### src/hw/rtl/bgr_pkg.sv
// Shared types, constants and helpers of the bitmap glyph rasterizer.
package bgr_pkg;

	localparam int MAX_GLYPHS_DEF = 256;
	localparam int MAX_HEIGHT_DEF = 32;
	localparam int MAX_WIDTH_DEF  = 16;
	localparam int ADDR_BITS_DEF  = 24;

	localparam int QUEUE_DEPTH = 4;
	localparam int QPTR_W      = 2;

	localparam int CFG_IDX_W  = 3;
	localparam int CFG_DATA_W = 13;

	localparam logic [CFG_IDX_W-1:0] REG_GLYPH_WIDTH  = 3'd0;
	localparam logic [CFG_IDX_W-1:0] REG_GLYPH_HEIGHT = 3'd1;
	localparam logic [CFG_IDX_W-1:0] REG_GLYPH_COUNT  = 3'd2;
	localparam logic [CFG_IDX_W-1:0] REG_SCREEN_WIDTH = 3'd3;

	localparam logic [4:0]  GLYPH_WIDTH_RST  = 5'd8;
	localparam logic [5:0]  GLYPH_HEIGHT_RST = 6'd16;
	localparam logic [8:0]  GLYPH_COUNT_RST  = 9'd256;
	localparam logic [12:0] SCREEN_WIDTH_RST = 13'd800;

	typedef enum logic {
		OP_LOAD = 1'b0,
		OP_DRAW = 1'b1
	} op_t;

	typedef struct packed {
		logic [4:0]  glyph_width;
		logic [5:0]  glyph_height;
		logic [8:0]  glyph_count;
		logic [12:0] screen_width;
	} cfg_t;

	typedef struct packed {
		op_t         op;
		logic [7:0]  code;
		logic [4:0]  row;
		logic [15:0] bits;
		logic [11:0] px;
		logic [11:0] py;
		logic [23:0] color;
	} cmd_t;

	function automatic logic [5:0] sat_height(input logic [5:0] h, input int max_h);
		if (int'(h) > max_h) begin
			return 6'(max_h);
		end
		return h;
	endfunction

	function automatic logic [15:0] width_mask(input logic [4:0] w, input int max_w);
		logic [4:0]  ws;
		logic [16:0] m;
		ws = (int'(w) > max_w) ? 5'(max_w) : w;
		m  = (17'd1 << ws) - 17'd1;
		return m[15:0];
	endfunction

endpackage

### src/hw/rtl/bgr_front.sv
// Front end: accepts items, drops ignored ones and resolves the glyph to draw.
module bgr_front #(
	parameter int MAX_GLYPHS = bgr_pkg::MAX_GLYPHS_DEF,
	parameter int MAX_HEIGHT = bgr_pkg::MAX_HEIGHT_DEF
) (
	input  logic          in_valid,
	output logic          in_stall,
	input  logic          op,
	input  logic [7:0]    char_code,
	input  logic [4:0]    glyph_row,
	input  logic [15:0]   row_bits,
	input  logic [11:0]   pos_x,
	input  logic [11:0]   pos_y,
	input  logic [7:0]    red,
	input  logic [7:0]    green,
	input  logic [7:0]    blue,
	input  bgr_pkg::cfg_t cfg,
	input  logic          full,
	output logic          push,
	output bgr_pkg::cmd_t cmd
);

	logic code_ok;
	logic row_ok;
	logic keep;
	logic [7:0] draw_glyph;
	bgr_pkg::op_t op_in;

	assign op_in   = bgr_pkg::op_t'(op);
	assign code_ok = {1'b0, char_code} < 9'(MAX_GLYPHS);
	assign row_ok  = {1'b0, glyph_row} < 6'(MAX_HEIGHT);

	// fall back to glyph 0 for code 0 and codes past the font
	assign draw_glyph = (char_code != 8'd0 && {1'b0, char_code} < cfg.glyph_count && code_ok)
		? char_code : 8'd0;

	always_comb begin
		unique case (op_in)
			bgr_pkg::OP_LOAD: keep = code_ok && row_ok;
			bgr_pkg::OP_DRAW: keep = cfg.glyph_height != 6'd0;
			default:          keep = 1'b0;
		endcase
	end

	assign in_stall = full;
	assign push     = in_valid && !full && keep;

	always_comb begin
		cmd.op    = op_in;
		cmd.code  = (op_in == bgr_pkg::OP_DRAW) ? draw_glyph : char_code;
		cmd.row   = glyph_row;
		cmd.bits  = row_bits;
		cmd.px    = pos_x;
		cmd.py    = pos_y;
		cmd.color = {red, green, blue};
	end

endmodule

### config.mk
export PLATFORM = sky130hd
export DESIGN_NAME = bgr_front
export DESIGN_NICKNAME = d
export VERILOG_FILES = /design/src/hw/rtl/bgr_pkg.sv /design/src/hw/rtl/bgr_front.sv
export SDC_FILE = /design/constraint.sdc
export NUM_CORES = 1
export LEC_CHECK = 0
export ABC_AREA = 0
export ABC_CLOCK_PERIOD_IN_PS = 1800
export BUFFER_PORTS_ARGS = -buffer_cell sky130_fd_sc_hd__buf_2
export CAP_MARGIN = 20
export CORE_AREA = 3 3 75 77
export DETAILED_ROUTE_END_ITERATION = 10
export DIE_AREA = 0 0 78 80
export PLACE_DENSITY = 0.73
export SETUP_SLACK_MARGIN = 0.05
export SLEW_MARGIN = 25
export SYNTH_ARGS = -nofsm -noshare
export SYNTH_HDL_FRONTEND = slang
export SYNTH_SLANG_ARGS = --single-unit
### constraint.sdc
create_clock -name vclk -period 1.8
set_input_delay 0.36 -clock vclk [all_inputs]
set_output_delay 0.36 -clock vclk [all_outputs]
set_load 0.02 [all_outputs]
* Word-level counts from Yosys, hierarchy flattened *
Index checks and enable logic that the tools add are counted.
Widths: inputs -> output; s select.

storage, ports and cells
  register bits after elaboration = 0

operators by class
  $lt $le $gt $ge = 1
  multiplexer cells = 3
  reductions and logical operators = 6
  bitwise gates (word level) = 1

operators by type and width
  operator           count
  $mux 8             2
  $lt 8x9->1         1
  $reduce_bool 8->1  1
  $reduce_bool 6->1  1
  $logic_and 1x1->1  3
  $pmux 1 s2         1
  $logic_not 1->1    1
  $not 1->1          1

* Logic depth before layout (Yosys ltp) *
Gate-level depths: netlist (run 1).

  depth in word-level cells = 4
  gate-level depth with buffers = 7
  mapped depth without buffers = 6

* Worst setup path after synthesis (run 1) *
Ideal clock, no wire load.

  kind = input to output
  from = in cfg[20] (netlist name)
  to = out cmd[69] (netlist name)
  buffers on the path = 0
  stages on the path = 6
  arrival = 1.514 ns
  data required time = 1.440 ns
  path slack = -0.074 ns
  path through = inv_1 > ha_1 > and4b_1 > a21oi_4 > nand3_1 > o22ai_1

RTL lines
  element      line             text
  from (decl)  bgr_front.sv:17  input bgr_pkg::cfg_t cfg,
  to (decl)    bgr_front.sv:20  output bgr_pkg::cmd_t cmd

==> results.py, run 1 <==
metrics = {
    "drt": {
        "totalWireLength_mm": 2.365,
        "drt_iter0_markers": 10,
        "remaining_drc_errors": 0,
        "vias": 666,
        "wire_per_inst_um": 13.44,
        "ant_nets": 0,
        "first_pass_iters": 4,
        "viasPerCell": 3.784,
    },
    "synth": {
        "avgSynthCellArea_um2": 7.371,
        "synthesis.nets": 249,
        "ys_types": 23,
        "syn_inst": 129,
        "syn_area_um2": 950.9,
        "synth-seq-area-share": 0,
        "yosysWarnings": 0,
    },
    "timing": {
        "hold_viol_final": 0,
        "slew_violations": 0,
        "slew_headroom": 0.6930,
        "fin_crit_ps": 2012,
        "tns_ps": -1607,
        "setup_ws_ps": -212.1,
        "timing.fmax_ghz": 0.4970,
        "worstMarginPinSlew_ps": 460.6,
        "grt_setup_unrepaired": "yes",
        "setup_viol": 8,
        "hold_slack_ps": 720.0,
        "fin_crit_sh": 1.118,
    },
    "floorplan": {
        "die_h_um": 80,
        "initial_core_util": 0.1874,
        "dieArea_um2": 6240,
        "core-area_um2": 5075,
        "die_x_um": 78,
        "io_pins": 193,
        "rows": 26,
    },
    "setup_path": {
        "worstSetupStartpointType": "input pin",
        "crit_chain": "buf_6 > ha_4 > and4b_2 > buf_6 > o21ai_4 > o21ai_4 > buf_12 > o22ai_4 > buf_6",
        "critical_path.slowest_cell": "and4b_2",
        "worstSetupPathType": "in2out",
        "slowest_delay_ps": 270,
        "worstPathArrival_ps": 1650,
        "cp_num_buf_inv": 4,
        "cp-end-kind": "output pin",
        "critPathRequiredTime_ps": 1440,
        "path_common_cell": "buf_6",
        "path_max_fanout": 8,
        "critPathTopFamily": "buffers and inverters",
    },
    "final_layout": {
        "antenna_cells": 0,
        "multi_input_area_um2": 530.5,
        "final_common_cell": "buf_2",
        "syn_to_final_growth_pct": 12.50,
        "nets": 228,
        "fillCellCount": 578,
        "final_util": 0.2108,
        "design.seq.count": 0,
        "layout_common_cells": "buf_2, buf_6, inv_1, buf_4",
        "drive_gt1_frac": 0.6981,
        "regArea_um2": 0,
        "clkbuf_count": 0,
    },
    "place": {
        "gp_congestion": 0.6725,
        "numPortBuffers": 37,
        "dp_hpwl_mm": 1.863,
    },
    "pwr": {
        "power.leakage_nw": 0.4835,
        "ir_worst_vdd_mv": 0.1148,
        "powerDensity_nw_per_um2": 272.4,
    },
    "grt": {
        "grt_usage": 0.07106,
        "grt_pass1_wl_mm": 3.588,
        "grt_overflow": 0,
        "grt_pass1_vias": 726,
        "antenna_found_initial": 0,
        "grt_max_degree": 11,
    },
    "run_status": {
        "outcome": "finished with violations",
        "violations": "negative setup slack",
    },
    "cts": {
        "cts-hold-fix-buffers": 0,
    },
    "job": {
        "maxCapViolCount": 0,
    },
    "worst_hold_path": {
        "min_path_type": "in2out",
    },
}
[logic make-up after synthesis]
logic type / count (synthesis) / synth area share
compound gates: 15 / 0.1276
fa+ha+maj: 7 / 0.09210
simple gates: 18 / 0.1474
buf+inv: 89 / 0.6329
[per-stage QoR]
step                      std cells  area [µm²]  worst slack (ps)  power [mW]
after floorplan                 129        1001             22.73      0.3346
after global placement          174       814.5            -293.3      0.1999
after detailed placement        174       814.5            -343.0      0.2046
after CTS                       176        1040            -209.9      0.2828
after global routing            176        1070            -266.5      0.3167
final                           176        1070            -212.1      0.2914
[worst paths after layout]
path / from / end / slack (ps) / cells past startpoint
max: char_code[6] / cmd[71] / -210 / 9
min: blue[2] / cmd[2] / 720 / 0
[area by class of cell]
type	instances	area share
well taps	70	0.08187
multi-input cells	40	0.4959
inverters	16	0.06082
repair buffers	50	0.3614
[synth_stat cells, drive strengths merged]
cell     n  area [µm²]
o22ai    8       50.05
and4b    2       20.02
a311oi   1       8.760
nand2b   1       13.76
a21oi    2       21.27
nor4     3       40.04
a21o     1       7.510
or2      1       6.260
o21ai    2       21.27
ha       7       87.58
and2     1       6.260
nand3    9       50.05
nor2     1       3.750
a31oi    1       12.51
buf     71       533.0
inv     16       60.06
clkbuf   2       8.750
[timing repair]
action                                  in CTS  in global routing
endpoints found under the setup margin       8                  8
buffers inserted                             2                  0
endpoints found under the hold margin        0                  0
gates resized for setup                     41                  5
pin swaps                                   13                  6
[layer usage]
layer  up-vias  global-route usage  wire, µm
met1       287             0.07467       823
met3        22             0.02144       292
li1        304                   -         -
met5         -                   0         0
met2        53              0.1259      1160
met4         0             0.04021        88
[report_power, final]
group | leakage [nW] | total (mW) | internal [mW] | switching (mW)
Clock | 0 | 0 | 0 | 0
Sequential | 0 | 0 | 0 | 0
Combinational | 0.484 | 0.291 | 0.150 | 0.142
Total | 0.484 | 0.291 | 0.150 | 0.142
Note: power is estimated with default switching activity, not from simulation.
==> run 2: changes to the inputs <==
--- a/config.mk
+++ b/config.mk
@@ -12,7 +12,7 @@
 export CORE_AREA = 3 3 75 77
 export DETAILED_ROUTE_END_ITERATION = 10
 export DIE_AREA = 0 0 78 80
-export PLACE_DENSITY = 0.73
+export PLACE_DENSITY = 0.67
 export SETUP_SLACK_MARGIN = 0.05
 export SLEW_MARGIN = 25
 export SYNTH_ARGS = -nofsm -noshare
==> run 2 against run 1 <==
- the flow still finishes with violations (negative setup slack)
- total power is 1.1% higher
- critical path type unchanged
- die area stayed put
- combinational power is 1% higher
- utilization is 0.72 points higher
- fmax is 0.52% higher
- critical endpoint is now cmd[72]
- routed wire length is 7.5% lower
- cell area is 3.4% higher
==> results.py, run 2 (synthesis gave the netlist of run 1 again) <==
metrics = {
    "final_layout": {
        "nets": 228,
        "antenna_cells": 0,
        "clkbuf_count": 0,
        "design.seq.count": 0,
        "regArea_um2": 0,
        "layout_common_cells": "buf_2, buf_6, inv_1, buf_4, nand3_2",
        "drive_gt1_frac": 0.7925,
        "final_common_cell": "buf_2",
        "fillCellCount": 590,
        "syn_to_final_growth_pct": 16.32,
        "final_util": 0.2179,
        "fin_cells": 176,
    },
    "timing": {
        "slew_headroom": 0.6945,
        "hold_viol_final": 0,
        "setup_ws_ps": -201.7,
        "hold_slack_ps": 720.0,
        "slew_violations": 0,
        "worstMarginPinSlew_ps": 458.3,
        "grt_setup_unrepaired": "yes",
        "fin_crit_ps": 2002,
        "setup_viol": 8,
        "fin_crit_sh": 1.112,
        "timing.fmax_ghz": 0.4996,
    },
    "place": {
        "dp_worst_setup_slack_ps": -312.3,
        "dp_hpwl_mm": 1.727,
        "dp.cells": 174,
        "numPortBuffers": 37,
        "gp_congestion": 0.7549,
    },
    "drt": {
        "drt_iter0_markers": 9,
        "viasPerCell": 3.795,
        "vias": 668,
        "first_pass_iters": 3,
        "ant_nets": 0,
        "totalWireLength_mm": 2.188,
        "wire_per_inst_um": 12.43,
        "remaining_drc_errors": 0,
    },
    "floorplan": {
        "dieArea_um2": 6240,
        "initial_core_util": 0.1874,
        "core-area_um2": 5075,
        "die_h_um": 80,
        "die_x_um": 78,
        "io_pins": 193,
        "rows": 26,
    },
    "pwr": {
        "fin_total_pwr_mw": 0.2946,
        "ir_worst_vdd_mv": 0.09241,
        "power.leakage_nw": 0.5055,
        "powerDensity_nw_per_um2": 266.4,
    },
    "setup_path": {
        "worstPathArrival_ps": 1640,
        "path_max_fanout": 8,
        "cp-end-kind": "output pin",
        "critPathRequiredTime_ps": 1440,
        "worstSetupPathType": "in2out",
        "worstSetupStartpointType": "input pin",
    },
    "grt": {
        "grt_max_degree": 11,
        "grt_pass1_vias": 660,
        "grt_usage": 0.06398,
        "grt_overflow": 0,
        "grt_pass1_wl_mm": 3.277,
        "antenna_found_initial": 0,
    },
    "cts": {
        "cts-hold-fix-buffers": 0,
    },
    "run_status": {
        "outcome": "finished with violations",
        "violations": "negative setup slack",
    },
    "job": {
        "maxCapViolCount": 0,
    },
    "worst_hold_path": {
        "min_path_type": "in2out",
    },
}
run 2: metal layers:
metal	vias to the layer above	GRT usage	share of wire	wire length, µm
met5	-	0	0	0
met1	309	0.07600	0.36	792
met2	34	0.1053	0.49	1064
met3	20	0.01467	0.10	224
li1	305	-	-	-
met4	0	0.03671	0.048	106
run 2: final cells by class:
cell class	count	area (µm²)	share of cell area
inverters	16	67.56	0.06109
repair buffers	50	386.6	0.3495
multi-input cells	40	564.3	0.5102
well taps	70	87.58	0.07919
run 2: stage by stage:
stage / area, µm² / TNS [ps]
global placement: 814.5 / -2399
detailed placement: 814.5 / -2470
CTS: 1045 / -1584
global route: 1106 / -2032
floorplan: 1001 / 0
finish: 1106 / -1544
run 2: power breakdown:
| group | switching [mW] | leakage [nW] | internal [mW] |
|---|---|---|---|
| Combinational | 0.143 | 0.505 | 0.151 |
| Clock | 0 | 0 | 0 |
| Sequential | 0 | 0 | 0 |
| Total | 0.143 | 0.505 | 0.151 |
run 2: repair_timing:
action | CTS | global route
gates resized for setup | 43 | 14
gates cloned | 0 | 0
endpoints found under the setup margin | 8 | 8
setup buffers | 2 | 0
pin swaps | 14 | 18
run 2: worst paths after layout:
| kind | start | endpoint | slack [ps] | cells past startpoint |
|---|---|---|---|---|
| worst max-delay path | cfg[19] | cmd[72] | -200 | 8 |
| worst min-delay path | green[2] | cmd[10] | 720 | 0 |
run 2: worst max-delay path, cell delays in order:
cell     delay (ps)
buf_6            90
inv_4            40
ha_4            180
and4b_2         240
a21oi_4         300
nand3_2         140
o22ai_4         140
buf_6           140
==> run 3: changes to the inputs <==
--- a/config.mk
+++ b/config.mk
@@ -13,6 +13,7 @@
 export DETAILED_ROUTE_END_ITERATION = 10
 export DIE_AREA = 0 0 78 80
 export PLACE_DENSITY = 0.67
+export REMOVE_ABC_BUFFERS = 1
 export SETUP_SLACK_MARGIN = 0.05
 export SLEW_MARGIN = 25
 export SYNTH_ARGS = -nofsm -noshare
==> run 3 against run 2 <==
- the flow still finishes with violations (negative setup slack)
- flip-flop and latch count unchanged
- non-clock buffer count decreased by 2
- cell count decreased by 1.1%
- routed wire length increased to 3.3 times the previous value
- first-iteration DRC count increased to 2.9 times the previous value
- global-route usage increased by 15 points
- die area unchanged
- cell area decreased by 17%
==> results.py, run 3 (synthesis gave the netlist of run 1 again) <==
metrics = {
    "floorplan": {
        "initial_core_util": 0.1874,
        "io_pins": 193,
        "core-area_um2": 5075,
        "dieArea_um2": 6240,
        "die_h_um": 80,
        "die_x_um": 78,
        "rows": 26,
    },
    "drt": {
        "totalWireLength_mm": 7.321,
        "drt_iter0_markers": 26,
        "vias": 747,
        "viasPerCell": 4.293,
        "ant_nets": 0,
        "first_pass_iters": 2,
        "wire_per_inst_um": 42.07,
        "remaining_drc_errors": 0,
    },
    "timing": {
        "hold_slack_ps": 720.0,
        "worstMarginPinSlew_ps": 353.9,
        "fin_crit_sh": 1.100,
        "slew_violations": 0,
        "fin_crit_ps": 1981,
        "setup_viol": 8,
        "timing.fmax_ghz": 0.5048,
        "hold_viol_final": 0,
        "slew_headroom": 0.7621,
        "grt_setup_unrepaired": "yes",
        "setup_ws_ps": -180.9,
    },
    "final_layout": {
        "regArea_um2": 0,
        "syn_to_final_growth_pct": -3.026,
        "nets": 226,
        "clkbuf_count": 0,
        "final_util": 0.1817,
        "fin_cells": 174,
        "antenna_cells": 0,
        "final_common_cell": "buf_2",
        "design.seq.count": 0,
        "layout_common_cells": "buf_2, buf_4, inv_1, buf_6, nand3_1",
        "stdcell_area_um2": 922.1,
        "drive_gt1_frac": 0.6538,
    },
    "pwr": {
        "power.leakage_nw": 0.4628,
        "fin_total_pwr_mw": 0.2418,
        "powerDensity_nw_per_um2": 262.2,
        "ir_worst_vdd_mv": 0.1273,
    },
    "setup_path": {
        "worstSetupStartpointType": "input pin",
        "cp-end-kind": "output pin",
        "critPathRequiredTime_ps": 1440,
        "path_max_fanout": 8,
        "worstSetupPathType": "in2out",
        "worstPathArrival_ps": 1620,
    },
    "place": {
        "numPortBuffers": 37,
        "dp.cells": 173,
        "dp_hpwl_mm": 6.861,
        "dpl_cell_area_um2": 757.0,
        "gp_congestion": 0.8968,
    },
    "run_status": {
        "outcome": "finished with violations",
        "violations": "negative setup slack",
    },
    "grt": {
        "antenna_found_initial": 0,
        "grt_max_degree": 11,
        "grt_pass1_vias": 706,
        "grt_usage": 0.2179,
        "grt_overflow": 0,
        "grt_pass1_wl_mm": 8.514,
    },
    "worst_hold_path": {
        "min_path_type": "in2out",
    },
    "job": {
        "maxCapViolCount": 0,
    },
    "cts": {
        "cts-hold-fix-buffers": 0,
    },
}
-- run 3: final timing paths --
path	from	end	slack [ps]	depth (start not counted)
worst max-delay path	char_code[5]	cmd[74]	-180	7
worst min-delay path	glyph_row[0]	cmd[64]	720	0
-- run 3: layout make-up --
class | instances | area (µm²)
Timing Repair Buffer | 48 | 340.3
Tap cell | 70 | 87.58
Fill cell | 594 | 4153
Inverter | 16 | 62.56
Multi-Input combinational cell | 40 | 431.7
-- run 3: worst max-delay path: stages --
cell     delay [ps]
buf_6           100
ha_4            250
and4b_2         250
nand3_2          80
o21ai_4         290
o22ai_1         120
buf_4           170
-- run 3: layer usage --
metal / up-vias / track usage / wire (µm)
li1: 302 / - / -
met1: 289 / 0.06267 / 782
met2: 130 / 0.4709 / 4311
met3: 24 / 0.2551 / 1850
met4: 2 / 0.08392 / 340
met5: - / 0.04545 / 36
-- run 3: power by group --
| group | internal, mW | switching [mW] |
|---|---|---|
| Clock | 0 | 0 |
| Combinational | 0.123 | 0.119 |
| Sequential | 0 | 0 |
| Total | 0.123 | 0.119 |
-- run 3: stage by stage --
step                      setup TNS, ps  worst slack [ps]
final                             -1358            -180.9
after global routing              -1804            -236.6
after CTS                         -1423            -186.0
after detailed placement          -1760            -250.4
after global placement            -1756            -243.6
after floorplan                  -784.5            -98.06
-- run 3: timing repair --
item,in CTS,in global routing
gates resized for setup,29,6
setup buffers,0,1
pin swaps,13,2
endpoints found under the setup margin,8,8
