--- src/hw/rtl/bgr_pkg.sv ---
// Shared types, constants and helpers of the bitmap glyph rasterizer.
package bgr_pkg;

	localparam int MAX_GLYPHS_DEF = 256;
	localparam int MAX_HEIGHT_DEF = 32;
	localparam int MAX_WIDTH_DEF  = 16;
	localparam int ADDR_BITS_DEF  = 24;

	localparam int QUEUE_DEPTH = 4;
	localparam int QPTR_W      = 2;

	localparam int CFG_IDX_W  = 3;
	localparam int CFG_DATA_W = 13;

	localparam logic [CFG_IDX_W-1:0] REG_GLYPH_WIDTH  = 3'd0;
	localparam logic [CFG_IDX_W-1:0] REG_GLYPH_HEIGHT = 3'd1;
	localparam logic [CFG_IDX_W-1:0] REG_GLYPH_COUNT  = 3'd2;
	localparam logic [CFG_IDX_W-1:0] REG_SCREEN_WIDTH = 3'd3;

	localparam logic [4:0]  GLYPH_WIDTH_RST  = 5'd8;
	localparam logic [5:0]  GLYPH_HEIGHT_RST = 6'd16;
	localparam logic [8:0]  GLYPH_COUNT_RST  = 9'd256;
	localparam logic [12:0] SCREEN_WIDTH_RST = 13'd800;

	typedef enum logic {
		OP_LOAD = 1'b0,
		OP_DRAW = 1'b1
	} op_t;

	typedef struct packed {
		logic [4:0]  glyph_width;
		logic [5:0]  glyph_height;
		logic [8:0]  glyph_count;
		logic [12:0] screen_width;
	} cfg_t;

	typedef struct packed {
		op_t         op;
		logic [7:0]  code;
		logic [4:0]  row;
		logic [15:0] bits;
		logic [11:0] px;
		logic [11:0] py;
		logic [23:0] color;
	} cmd_t;

	function automatic logic [5:0] sat_height(input logic [5:0] h, input int max_h);
		if (int'(h) > max_h) begin
			return 6'(max_h);
		end
		return h;
	endfunction

	function automatic logic [15:0] width_mask(input logic [4:0] w, input int max_w);
		logic [4:0]  ws;
		logic [16:0] m;
		ws = (int'(w) > max_w) ? 5'(max_w) : w;
		m  = (17'd1 << ws) - 17'd1;
		return m[15:0];
	endfunction

endpackage

--- src/hw/rtl/bgr_queue.sv ---
// Short command queue between the front end and the row sequencer.
module bgr_queue (
	input  logic          clk,
	input  logic          arst_n,
	input  logic          push,
	input  bgr_pkg::cmd_t wdata,
	input  logic          pop,
	output bgr_pkg::cmd_t rdata,
	output logic          empty,
	output logic          full
);

	bgr_pkg::cmd_t entry_q [bgr_pkg::QUEUE_DEPTH];
	logic [bgr_pkg::QPTR_W-1:0] wr_ptr_q;
	logic [bgr_pkg::QPTR_W-1:0] rd_ptr_q;
	logic [bgr_pkg::QPTR_W:0]   count_q;

	assign empty = count_q == '0;
	assign full  = count_q == (bgr_pkg::QPTR_W + 1)'(bgr_pkg::QUEUE_DEPTH);
	assign rdata = entry_q[rd_ptr_q];

	always_ff @(posedge clk or negedge arst_n) begin
		if (!arst_n) begin
			wr_ptr_q <= '0;
			rd_ptr_q <= '0;
			count_q  <= '0;
		end else begin
			if (push) begin
				wr_ptr_q <= wr_ptr_q + 1'b1;
			end
			if (pop) begin
				rd_ptr_q <= rd_ptr_q + 1'b1;
			end
			if (push && !pop) begin
				count_q <= count_q + 1'b1;
			end else if (pop && !push) begin
				count_q <= count_q - 1'b1;
			end
		end
	end

	always_ff @(posedge clk) begin
		if (push) begin
			entry_q[wr_ptr_q] <= wdata;
		end
	end

	a_no_overflow: assert property (@(posedge clk) disable iff (!arst_n)
		full |-> !push)
		else $error("queue written while full");

	a_no_underflow: assert property (@(posedge clk) disable iff (!arst_n)
		empty |-> !pop)
		else $error("queue read while empty");

	a_count_step: assert property (@(posedge clk) disable iff (!arst_n)
		(push && !pop) |=> count_q == $past(count_q) + 1'b1)
		else $error("queue count lost a beat");

endmodule

--- config.mk ---
export PLATFORM = sky130hd
export DESIGN_NAME = bgr_queue
export DESIGN_NICKNAME = d
export VERILOG_FILES = /design/src/hw/rtl/bgr_pkg.sv /design/src/hw/rtl/bgr_queue.sv
export SDC_FILE = /design/constraint.sdc
export NUM_CORES = 1
export LEC_CHECK = 0
export BUFFER_PORTS_ARGS = -buffer_cell sky130_fd_sc_hd__buf_2
export CAP_MARGIN = 25
export CORE_ASPECT_RATIO = 0.7
export CORE_MARGIN = 5
export CORE_UTILIZATION = 60
export CTS_CLUSTER_SIZE = 10
export DETAILED_ROUTE_END_ITERATION = 16
export GPL_TIMING_DRIVEN = 1
export MAX_ROUTING_LAYER = met4
export PLACE_DENSITY = 0.83
export REMOVE_ABC_BUFFERS = 1
export SLEW_MARGIN = 15
export SYNTH_ARGS = -nofsm -noshare
export SYNTH_HDL_FRONTEND = slang
export SYNTH_SLANG_ARGS = --single-unit
--- constraint.sdc ---
create_clock -name clk -period 5.6 [get_ports clk]
set_input_delay 1.12 -clock clk [delete_from_list [all_inputs] [get_ports clk]]
set_output_delay 1.12 -clock clk [all_outputs]
set_load 0.02 [all_outputs]
# --- Word level (Yosys, flattened, before mapping) ---
# Memory sizes are Yosys's and may differ from the RTL's.
# Index checks and enable logic that the tools add are counted.
word_totals:
  regBits: 7
  ram_bits: 312
  wordCells: 19
  n_memories: 1
mem_list:
  columns: ["memory", "words", "word_bits", "rd", "rd_clocked_by_memory_dff", "wr", "line", "rtl"]
  rows:
  - ["entry_q", 4, 78, 1, 0, 1, "bgr_queue.sv:13", "bgr_pkg::cmd_t entry_q [bgr_pkg::QUEUE_DEPTH];"]
op_classes:
  addsub: 4
  n_eq_ne: 1
  n_mux: 4
  reduce_logical: 6
op_table:
  columns: ["cell", "count"]
  rows:
  - ["3-bit two-way mux", 2]
  - ["2-bit by 1-bit adder with 2-bit output (second input constant)", 2]
  - ["3-bit by 1-bit adder with 3-bit output (second input constant)", 1]
  - ["3-bit == test (second input constant)", 1]
  - ["3-bit zero test", 1]
  - ["3-bit by 1-bit subtractor with 3-bit output (second input constant)", 1]
  - ["1-bit logical AND", 2]
  - ["1-bit zero test", 2]
  - ["1-bit two-way mux", 2]
  - ["2-bit nonzero test", 1]

# --- Longest topological paths before layout ---
# Gate-level depths: netlist of the first run.
logic_depth:
  word_depth: 4
  mapped_depth: 7
  mapped_depth_nobuf: 7

# --- Least setup slack after synthesis of the first run ---
# OpenSTA, ideal clock, no wires.
synth_path:
  kind: "input-to-reg"
  startpoint: "in push"
  endpoint: "mem entry_q[1][0] (netlist bit), enable pin"
  setup_time_ns: 0.445
  arrival_time_ns: 2.939
  required_ns: 5.155
  setup_slack_ns: 2.217
  path_stages: 1
  path_buffers: 0
  path_cell_list: "and2_1"
synth_via:
  elab_chain_cells: 2
synth_rtl:
  columns: ["item", "line", "rtl"]
  rows:
  - ["start, declared", "bgr_queue.sv:5", "input logic push,"]
  - ["1-bit two-way mux", "bgr_queue.sv:43", "if (push) begin"]
  - ["1-bit two-way mux (not written as such)", "bgr_queue.sv:44", "entry_q[wr_ptr_q] <= wdata;"]
  - ["end, declared", "bgr_queue.sv:13", null]
# Every way passes these cells.

==> flow_metrics.py, run 1 <==
metrics = {
    "logic_synthesis": {
        "postSynthCellCount": 442,
        "synth_seq_cells": 319,
        "syn_area_per_cell_um2": 26.5,
        "syn-cell-area_mm2": 0.0117,
        "yosysUniqueCellTypes": 19,
        "seq_area_frac_synth": 0.813,
        "synth_warnings": 0,
    },
    "setup_path": {
        "slowest_stage": "dfrtp_4",
        "reg2reg_slack_ps": 3360,
        "rr_worst_depth": 4,
        "critPathMaxStageDelay_ps": 730,
        "crit_path_start_kind": "flop",
        "crit_family": "flip-flops",
        "worstPathCellList": "buf_12, mux4_2, buf_2",
        "path_class": "reg -> out",
        "timing.rr.end": "entry_q[1][57]",
        "crit_buf_inv": 2,
        "rr_startpoint": "wr_ptr_q[1]",
        "worstPathRequired_ps": 4480,
        "worstSetupEndpointType": "primary output",
        "arrival_ps": 2330,
        "crit_fanout": 32,
    },
    "power": {
        "irDropWorstVdd_mv": 0.337,
        "p_leak_nw": 4.76,
        "powerDensity_mw_per_mm2": 557,
    },
    "clocking": {
        "postCtsSetupBuffers": 0,
        "cts_resized": 0,
        "cts-root-buf": "clkbuf_16",
        "cts_tree": "built",
        "path_clk_slew_ps": 60,
        "cts_buffers": 37,
        "cts.sinks": 319,
        "clockBufferDepth": 3,
        "cts_hold_buf": 0,
        "htree_levels": 2,
        "insertion_delay_ps": 500,
    },
    "timing": {
        "fin_skew_ps": 24.2,
        "hold_ws_ps": 444,
        "fin_crit_sh": 0.615,
        "fmax_mhz": 290,
        "finalSetupViolCount": 0,
        "fin_crit_ps": 3450,
        "slew_violations": 0,
        "max_slew_margin": 0.462,
        "fin_setup_tns_ps": 0,
        "grt_setup_unrepaired": "false",
        "hold_viol": 0,
        "tightest_slew_ps": 807,
    },
    "grt": {
        "antenna_found_initial": 2,
        "grt_pass1_vias": 5790,
        "grt_util_all_layers": 0.200,
        "overflow": 0,
        "grt_pass1_wl_mm": 33.1,
        "grt_max_degree": 54,
    },
    "die": {
        "num_io_pins": 162,
        "die_h_um": 127,
        "fp.dieArea_mm2": 0.0225,
        "chipWidth_um": 177,
        "row_count": 42,
        "core-area_mm2": 0.0191,
        "start_util": 0.615,
    },
    "detailed_routing": {
        "via_per_inst": 5.75,
        "ant_nets": 0,
        "wl_mm": 21.4,
        "dr.pass1.iters": 4,
        "dr_total_vias": 5291,
        "initialDrtViolationCount": 393,
        "wire_per_inst_um": 23.2,
        "drcViolationCount": 0,
    },
    "placed_design": {
        "dpl.hpwl_mm": 12.3,
        "gp_congestion": 0.832,
        "port_buffers": 161,
    },
    "min_path": {
        "hp-class": "in -> async",
    },
    "final_layout": {
        "fin_nets": 719,
        "mostFrequentLayoutCell": "edfxtp_1",
        "syn_to_final_growth_pct": 17.9,
        "n_fill_cell": 1095,
        "drive_gt1_frac": 0.449,
        "mostFrequentLayoutCells": "312 x edfxtp_1, 161 x buf_2, 78 x mux4_2, 39 x clkbuf_16, 21 x clkbuf_1",
    },
    "outcome": {
        "status": "complete, no violations",
    },
    "job": {
        "maxCapViolCount": 0,
    },
}
==> registers in the layout, summed over array words and instances (netlist names) <==
register  count
count_q       3
wr_ptr_q      2
entry_q     312
rd_ptr_q      2
==> cell families after synthesis <==
logic type	Yosys count	share of synthesized area
buffers and inverters	22	0.0199
AO/OA/AOI/OAI	1	0.000426
XOR/XNOR	6	0.00448
AND/OR/NAND/NOR	9	0.00416
flip-flops	319	0.813
multiplexers	79	0.151
adder cells (fa/ha/maj)	6	0.00704
==> cell type report <==
cell class              instances  area [um2]  area share
clock buffers                  60        1050      0.0762
multi-input cells             101        1970       0.142
inverters                       4        15.0     0.00108
diodes                          3        7.51    0.000542
flip-flops and latches        319        9550       0.690
repair buffers                168         903      0.0653
clock inverters                 1        8.76    0.000633
well taps                     264         330      0.0239
==> where the power goes <==
group / leakage (nW) / total (W) / switching [W] / internal, W
combinational: 1.30 / 0.00226 / 0.00132 / 0.000944
clock: 0.510 / 0.00211 / 0.000836 / 0.00128
sequential: 2.95 / 0.00334 / 0.000206 / 0.00313
==> per-layer routing <==
layer | share of wire | track usage | vias to the layer above
met4 | 0.016 | 0.0427 | 0
li1 | - | - | 2285
met3 | 0.10 | 0.0656 | 32
met1 | 0.40 | 0.266 | 2748
met2 | 0.48 | 0.313 | 226
met5 | 0 | - | -
==> worst max path at each step <==
stage                     end  depth (start not counted)        start  slack (ps)
floorplan            rdata[0]                          1  rd_ptr_q[0]         640
global placement    rdata[74]                          3  rd_ptr_q[0]        2210
detailed placement  rdata[60]                          3  rd_ptr_q[0]        2210
CTS                 rdata[26]                          3  rd_ptr_q[0]        1670
global route        rdata[26]                          3  rd_ptr_q[0]        2000
finish               rdata[1]                          3  rd_ptr_q[0]        2150
==> cells in the mapped netlist (all sizes together) <==
master	n	share of area
and2	4	0.0021
buf	18	0.019
dfrtp	7	0.015
edfxtp	312	0.80
fa	1	0.0017
ha	5	0.0053
inv	4	0.0013
mux2	1	0.00096
mux4	78	0.15
nand2	2	0.00064
nor2	1	0.00032
nor3	1	0.00043
nor3b	1	0.00064
o21ai	1	0.00043
xnor2	2	0.0015
xor2	4	0.0030
==> per-stage QoR <==
step	instance area, um2	instances	setup slack [ps]	util	power, W
after floorplan	11500	424	636	-	0.00494
after global placement	12700	854	2210	0.667	0.00559
final	13800	920	2150	0.725	0.00771
after global routing	13800	919	2000	0.725	0.00807
after CTS	13800	916	1670	0.724	0.00779
after detailed placement	12700	855	2210	0.668	0.00567
No activity file was read; power rests on OpenSTA's default activity.
==> run 2, diff against run 1 <==
--- a/config.mk
+++ b/config.mk
@@ -9,12 +9,12 @@
 export CAP_MARGIN = 25
 export CORE_ASPECT_RATIO = 0.7
 export CORE_MARGIN = 5
-export CORE_UTILIZATION = 60
+export CORE_UTILIZATION = 57
 export CTS_CLUSTER_SIZE = 10
 export DETAILED_ROUTE_END_ITERATION = 16
 export GPL_TIMING_DRIVEN = 1
 export MAX_ROUTING_LAYER = met4
-export PLACE_DENSITY = 0.83
+export PLACE_DENSITY = 0.79
 export REMOVE_ABC_BUFFERS = 1
 export SLEW_MARGIN = 15
 export SYNTH_ARGS = -nofsm -noshare
==> constraint.sdc (replaced) <==
create_clock -name clk -period 3.47 [get_ports clk]
set_input_delay 0.694 -clock clk [delete_from_list [all_inputs] [get_ports clk]]
set_output_delay 0.694 -clock clk [all_outputs]
set_load 0.02 [all_outputs]
==> run 2 against run 1 <==
Register-to-register slack got worse by 1800 ps; highest routed layer unchanged; cell count is 0.54% higher; critical path type unchanged; sequential share of layout area is 0.19 points lower; sequential power rose by 60%; worst hold slack worse by 420 ps; combinational power is 66% higher.
==> flow_metrics.py, run 2 (same netlist as run 1, synthesis figures left out) <==
metrics = {
    "final_layout": {
        "syn_to_final_growth_pct": 18.2,
        "post_layout_nonfiller_instances": 925,
        "mostFrequentLayoutCells": "312 x edfxtp_1, 161 x buf_2, 78 x mux4_2, 39 x clkbuf_16, 13 x clkbuf_1",
        "fin_nets": 724,
        "mostFrequentLayoutCell": "edfxtp_1",
        "fin_util": 0.693,
        "biggestRegsByFlops": "entry_q: 312 flops, count_q: 3 flops",
        "top_register": "entry_q",
        "drive_gt1_frac": 0.458,
        "fin_area_mm2": 0.0139,
        "n_fill_cell": 1247,
        "largest_reg_flops": 312,
    },
    "placed_design": {
        "dpl_cell_area_mm2": 0.0128,
        "dpl.hpwl_mm": 13.8,
        "port_buffers": 161,
        "dp_cells": 867,
        "gp_congestion": 0.734,
    },
    "clocking": {
        "htree_levels": 2,
        "cts.sinks": 319,
        "cts_buffers": 37,
        "path_clk_slew_ps": 50,
        "postCtsSetupBuffers": 0,
        "insertion_delay_ps": 490,
        "cts_tree": "built",
        "clockBufferDepth": 3,
        "cts_resized": 0,
        "cts_hold_buf": 0,
        "cts-root-buf": "clkbuf_16",
    },
    "grt": {
        "use_met2": 0.321,
        "use_met1": 0.241,
        "busiest_layer": "met2",
        "overflow": 0,
        "grt_pass1_wl_mm": 33.4,
        "grt_pass1_vias": 5793,
        "grt_util_all_layers": 0.195,
        "use_met3": 0.0694,
        "grt_max_degree": 55,
        "antenna_found_initial": 5,
    },
    "setup_path": {
        "crit_fanout": 21,
        "worstSetupEndpointType": "primary output",
        "crit_path_start_kind": "flop",
        "path_class": "reg -> out",
        "arrival_ps": 2260,
        "rr_startpoint": "wr_ptr_q[0]",
        "worstPathRequired_ps": 2780,
        "crit_start": "rd_ptr_q[0]",
    },
    "power": {
        "p_int_w": 0.00863,
        "combPwrFrac": 0.302,
        "p_sw_w": 0.00379,
        "switching_share": 0.305,
        "irDropWorstVdd_mv": 0.526,
        "sequentialPowerShare": 0.429,
        "powerDensity_mw_per_mm2": 895,
        "power_frac_clock": 0.269,
        "p_leak_nw": 4.77,
    },
    "timing": {
        "slew_violations": 0,
        "hold_viol": 0,
        "max_slew_margin": 0.580,
        "tightest_slew_ps": 630,
        "fin_crit_sh": 0.852,
        "grt_setup_unrepaired": "false",
        "fmax_mhz": 338,
        "fin_setup_tns_ps": 0,
        "finalSetupViolCount": 0,
        "fin_crit_ps": 2960,
        "fin_skew_ps": 9.84,
        "hold_ws_ps": 25.6,
    },
    "detailed_routing": {
        "wire_per_inst_um": 23.5,
        "ant_nets": 0,
        "dr_total_vias": 5184,
        "initialDrtViolationCount": 363,
        "drcViolationCount": 0,
        "dr.pass1.iters": 4,
        "via_per_inst": 5.60,
        "wl_mm": 21.7,
    },
    "min_path": {
        "hp-class": "in -> async",
    },
    "die": {
        "start_util": 0.586,
        "core-area_mm2": 0.0200,
        "row_count": 43,
        "chipWidth_um": 181,
        "die_h_um": 130,
        "fp.dieArea_mm2": 0.0236,
        "num_io_pins": 162,
    },
    "outcome": {
        "status": "complete, no violations",
    },
    "job": {
        "maxCapViolCount": 0,
    },
}
==> run 2: cell count changes in the layout (fill, tap and decap cells not counted) <==
cell,previous run,this run
diode_2,3,5
clkbuf_1,21,13
buf_12,2,5
buf_4,4,7
buf_16,1,0
==> run 2: critical path: stages, from the launching register on <==
cell,delay [ps]
dfrtp_4,700
buf_4,310
mux4_2,560
buf_2,180
==> run 2: final cells by class <==
cell class                      instances  area [um2]  share of cell area
Tap cell                              270         338              0.0243
Inverter                                4        15.0             0.00108
Timing Repair Buffer                  173         958              0.0691
Clock buffer                           52        1020              0.0739
Clock inverter                          1        8.76            0.000631
Sequential cell                       319        9550               0.688
Antenna cell                            5        12.5            0.000902
Multi-Input combinational cell        101        1970               0.142
==> run 2: final timing paths <==
kind	end	slack [ps]	cells after the start
max	rdata[36]	510	3
max reg2reg	entry_q[0][67]	1580	4
min reg2reg	count_q[2]	490	1
max in group asynchronous	rd_ptr_q[0]	3260	1
min	count_q[2]	30	1
min in group clk	entry_q[1][60]	410	1
==> run 2: per-stage QoR <==
stage	setup WS, ps	total power, W
finish	513	0.0124
global route	369	0.0130
CTS	451	0.0126
detailed placement	996	0.00925
global placement	992	0.00914
floorplan	-1070	0.00797
==> run 2: power by group through the flow <==
stage | clock network (W) | logic, W | registers (W)
final | 0.00334 | 0.00375 | 0.00533
after global routing | 0.00360 | 0.00403 | 0.00541
after CTS | 0.00341 | 0.00386 | 0.00535
after detailed placement | 0 | 0.00383 | 0.00542
after global placement | 0 | 0.00378 | 0.00536
after floorplan | 0 | 0.00237 | 0.00560
==> run 2: metal layers <==
| layer | share of wire | vias up |
|---|---|---|
| li1 | - | 2283 |
| met1 | 0.40 | 2687 |
| met2 | 0.50 | 188 |
| met3 | 0.088 | 26 |
| met4 | 0.010 | 0 |
| met5 | 0 | - |
==> run 3, diff against run 2 <==
--- a/config.mk
+++ b/config.mk
@@ -13,7 +13,7 @@
 export CTS_CLUSTER_SIZE = 10
 export DETAILED_ROUTE_END_ITERATION = 16
 export GPL_TIMING_DRIVEN = 1
-export MAX_ROUTING_LAYER = met4
+export HOLD_SLACK_MARGIN = 0.1
 export PLACE_DENSITY = 0.79
 export REMOVE_ABC_BUFFERS = 1
 export SLEW_MARGIN = 15
==> run 3 against run 2 <==
Count of clock-buffer cells in the layout did not move; largest power group unchanged; fmax is essentially flat; clock power barely moved.
==> flow_metrics.py, run 3 (same netlist as run 1, synthesis figures left out) <==
metrics = {
    "final_layout": {
        "mostFrequentLayoutCells": "312 x edfxtp_1, 161 x buf_2, 78 x mux4_2, 39 x clkbuf_16, 13 x clkbuf_1",
        "drive_gt1_frac": 0.458,
        "syn_to_final_growth_pct": 18.2,
        "largest_reg_flops": 312,
        "fin_util": 0.693,
        "top_register": "entry_q",
        "biggestRegsByFlops": "entry_q: 312 flops, count_q: 3 flops",
        "mostFrequentLayoutCell": "edfxtp_1",
        "fin_nets": 725,
    },
    "placed_design": {
        "port_buffers": 161,
        "dpl.hpwl_mm": 13.8,
        "gp_congestion": 0.725,
    },
    "detailed_routing": {
        "dr.pass1.iters": 4,
        "ant_nets": 0,
        "drcViolationCount": 0,
        "wire_per_inst_um": 23.6,
        "dr_total_vias": 5217,
        "wl_mm": 21.8,
        "via_per_inst": 5.66,
        "initialDrtViolationCount": 352,
    },
    "clocking": {
        "cts_resized": 0,
        "cts_buffers": 37,
        "cts_tree": "built",
        "htree_levels": 2,
        "clockBufferDepth": 3,
        "path_clk_slew_ps": 50,
        "cts.sinks": 319,
        "insertion_delay_ps": 490,
        "cts-root-buf": "clkbuf_16",
    },
    "setup_path": {
        "crit_buf_inv": 2,
        "worstPathRequired_ps": 2780,
        "path_class": "reg -> out",
        "worstSetupEndpointType": "primary output",
        "critPathMaxStageDelay_ps": 710,
        "crit_family": "flip-flops",
        "slowest_stage": "dfrtp_4",
        "crit_fanout": 21,
        "arrival_ps": 2260,
        "crit_path_start_kind": "flop",
        "worstPathCellList": "buf_4, mux4_2, buf_2",
        "reg2reg_slack_ps": 1570,
    },
    "timing": {
        "fin_skew_ps": 9.35,
        "tightest_slew_ps": 635,
        "fin_crit_ps": 2960,
        "slew_violations": 0,
        "hold_ws_ps": 410,
        "fmax_mhz": 338,
        "finalSetupViolCount": 0,
        "max_slew_margin": 0.577,
        "fin_setup_tns_ps": 0,
        "hold_viol": 0,
        "fin_crit_sh": 0.852,
        "grt_setup_unrepaired": "false",
    },
    "grt": {
        "grt_util_all_layers": 0.189,
        "grt_pass1_wl_mm": 33.5,
        "overflow": 0,
        "grt_pass1_vias": 5803,
        "antenna_found_initial": 5,
        "grt_max_degree": 55,
    },
    "power": {
        "combPwrFrac": 0.302,
        "sequentialPowerShare": 0.429,
        "irDropWorstVdd_mv": 0.526,
        "p_int_w": 0.00863,
        "p_sw_w": 0.00379,
        "powerDensity_mw_per_mm2": 896,
        "switching_share": 0.305,
        "power_frac_clock": 0.268,
        "p_leak_nw": 4.78,
    },
    "job": {
        "maxCapViolCount": 0,
    },
    "die": {
        "chipWidth_um": 181,
        "fp.dieArea_mm2": 0.0236,
        "start_util": 0.586,
        "die_h_um": 130,
        "core-area_mm2": 0.0200,
        "row_count": 43,
        "num_io_pins": 162,
    },
    "outcome": {
        "status": "complete, no violations",
    },
    "min_path": {
        "hp-class": "in -> reg",
    },
}
[run 3: cell count changes in the layout (fill, tap and decap cells not counted)]
cell,change
diode_2,-4
dlygate4sd3_1,+1
[run 3: final cells by class]
cell class              instances  area, um2
clock buffers                  52       1020
inverters                       4       15.0
clock inverters                 1       8.76
flip-flops and latches        319       9550
multi-input cells             101       1970
diodes                          1       2.50
well taps                     270        338
fillers                      1250       6140
repair buffers                174        968
[run 3: final timing paths]
path / from / end / cells past startpoint
worst max-delay path: rd_ptr_q[0] / rdata[36] / 3
worst min-delay path: wdata[2] / entry_q[3][2] / 1
worst max register to register: wr_ptr_q[0] / entry_q[0][8] / 4
worst min register to register: count_q[2] / count_q[2] / 1
max in group asynchronous: arst_n / rd_ptr_q[0] / 2
min in group asynchronous: arst_n / count_q[0] / 2
[run 3: per-stage QoR]
stage	std cells	area, um2	total power (W)	worst slack (ps)
after floorplan	424	11500	0.00797	-1070
after global placement	867	12800	0.00914	992
after detailed placement	867	12800	0.00925	996
after CTS	921	13900	0.0126	451
after global routing	921	13900	0.0130	376
final	922	13900	0.0124	515
[run 3: per-layer routing]
layer	track usage	part of all wire	wire (um)
met2	0.320	0.50	10900
met4	0.0388	0.010	228
met5	0	0.0020	43
met1	0.241	0.40	8640
met3	0.0699	0.090	1960
[run 3: power by group through the flow]
stage	Combinational [W]	Sequential (W)	Clock (W)
detailed placement	0.00383	0.00542	0
global placement	0.00378	0.00536	0
CTS	0.00386	0.00535	0.00341
floorplan	0.00237	0.00560	0
finish	0.00375	0.00534	0.00334
global route	0.00403	0.00540	0.00359
[run 3: what timing repair did]
action / 4_1_cts / 5_1_grt
setup buffers: 0 / 0
hold endpoints to repair: 7 / 0
hold buffers: 1 / 0
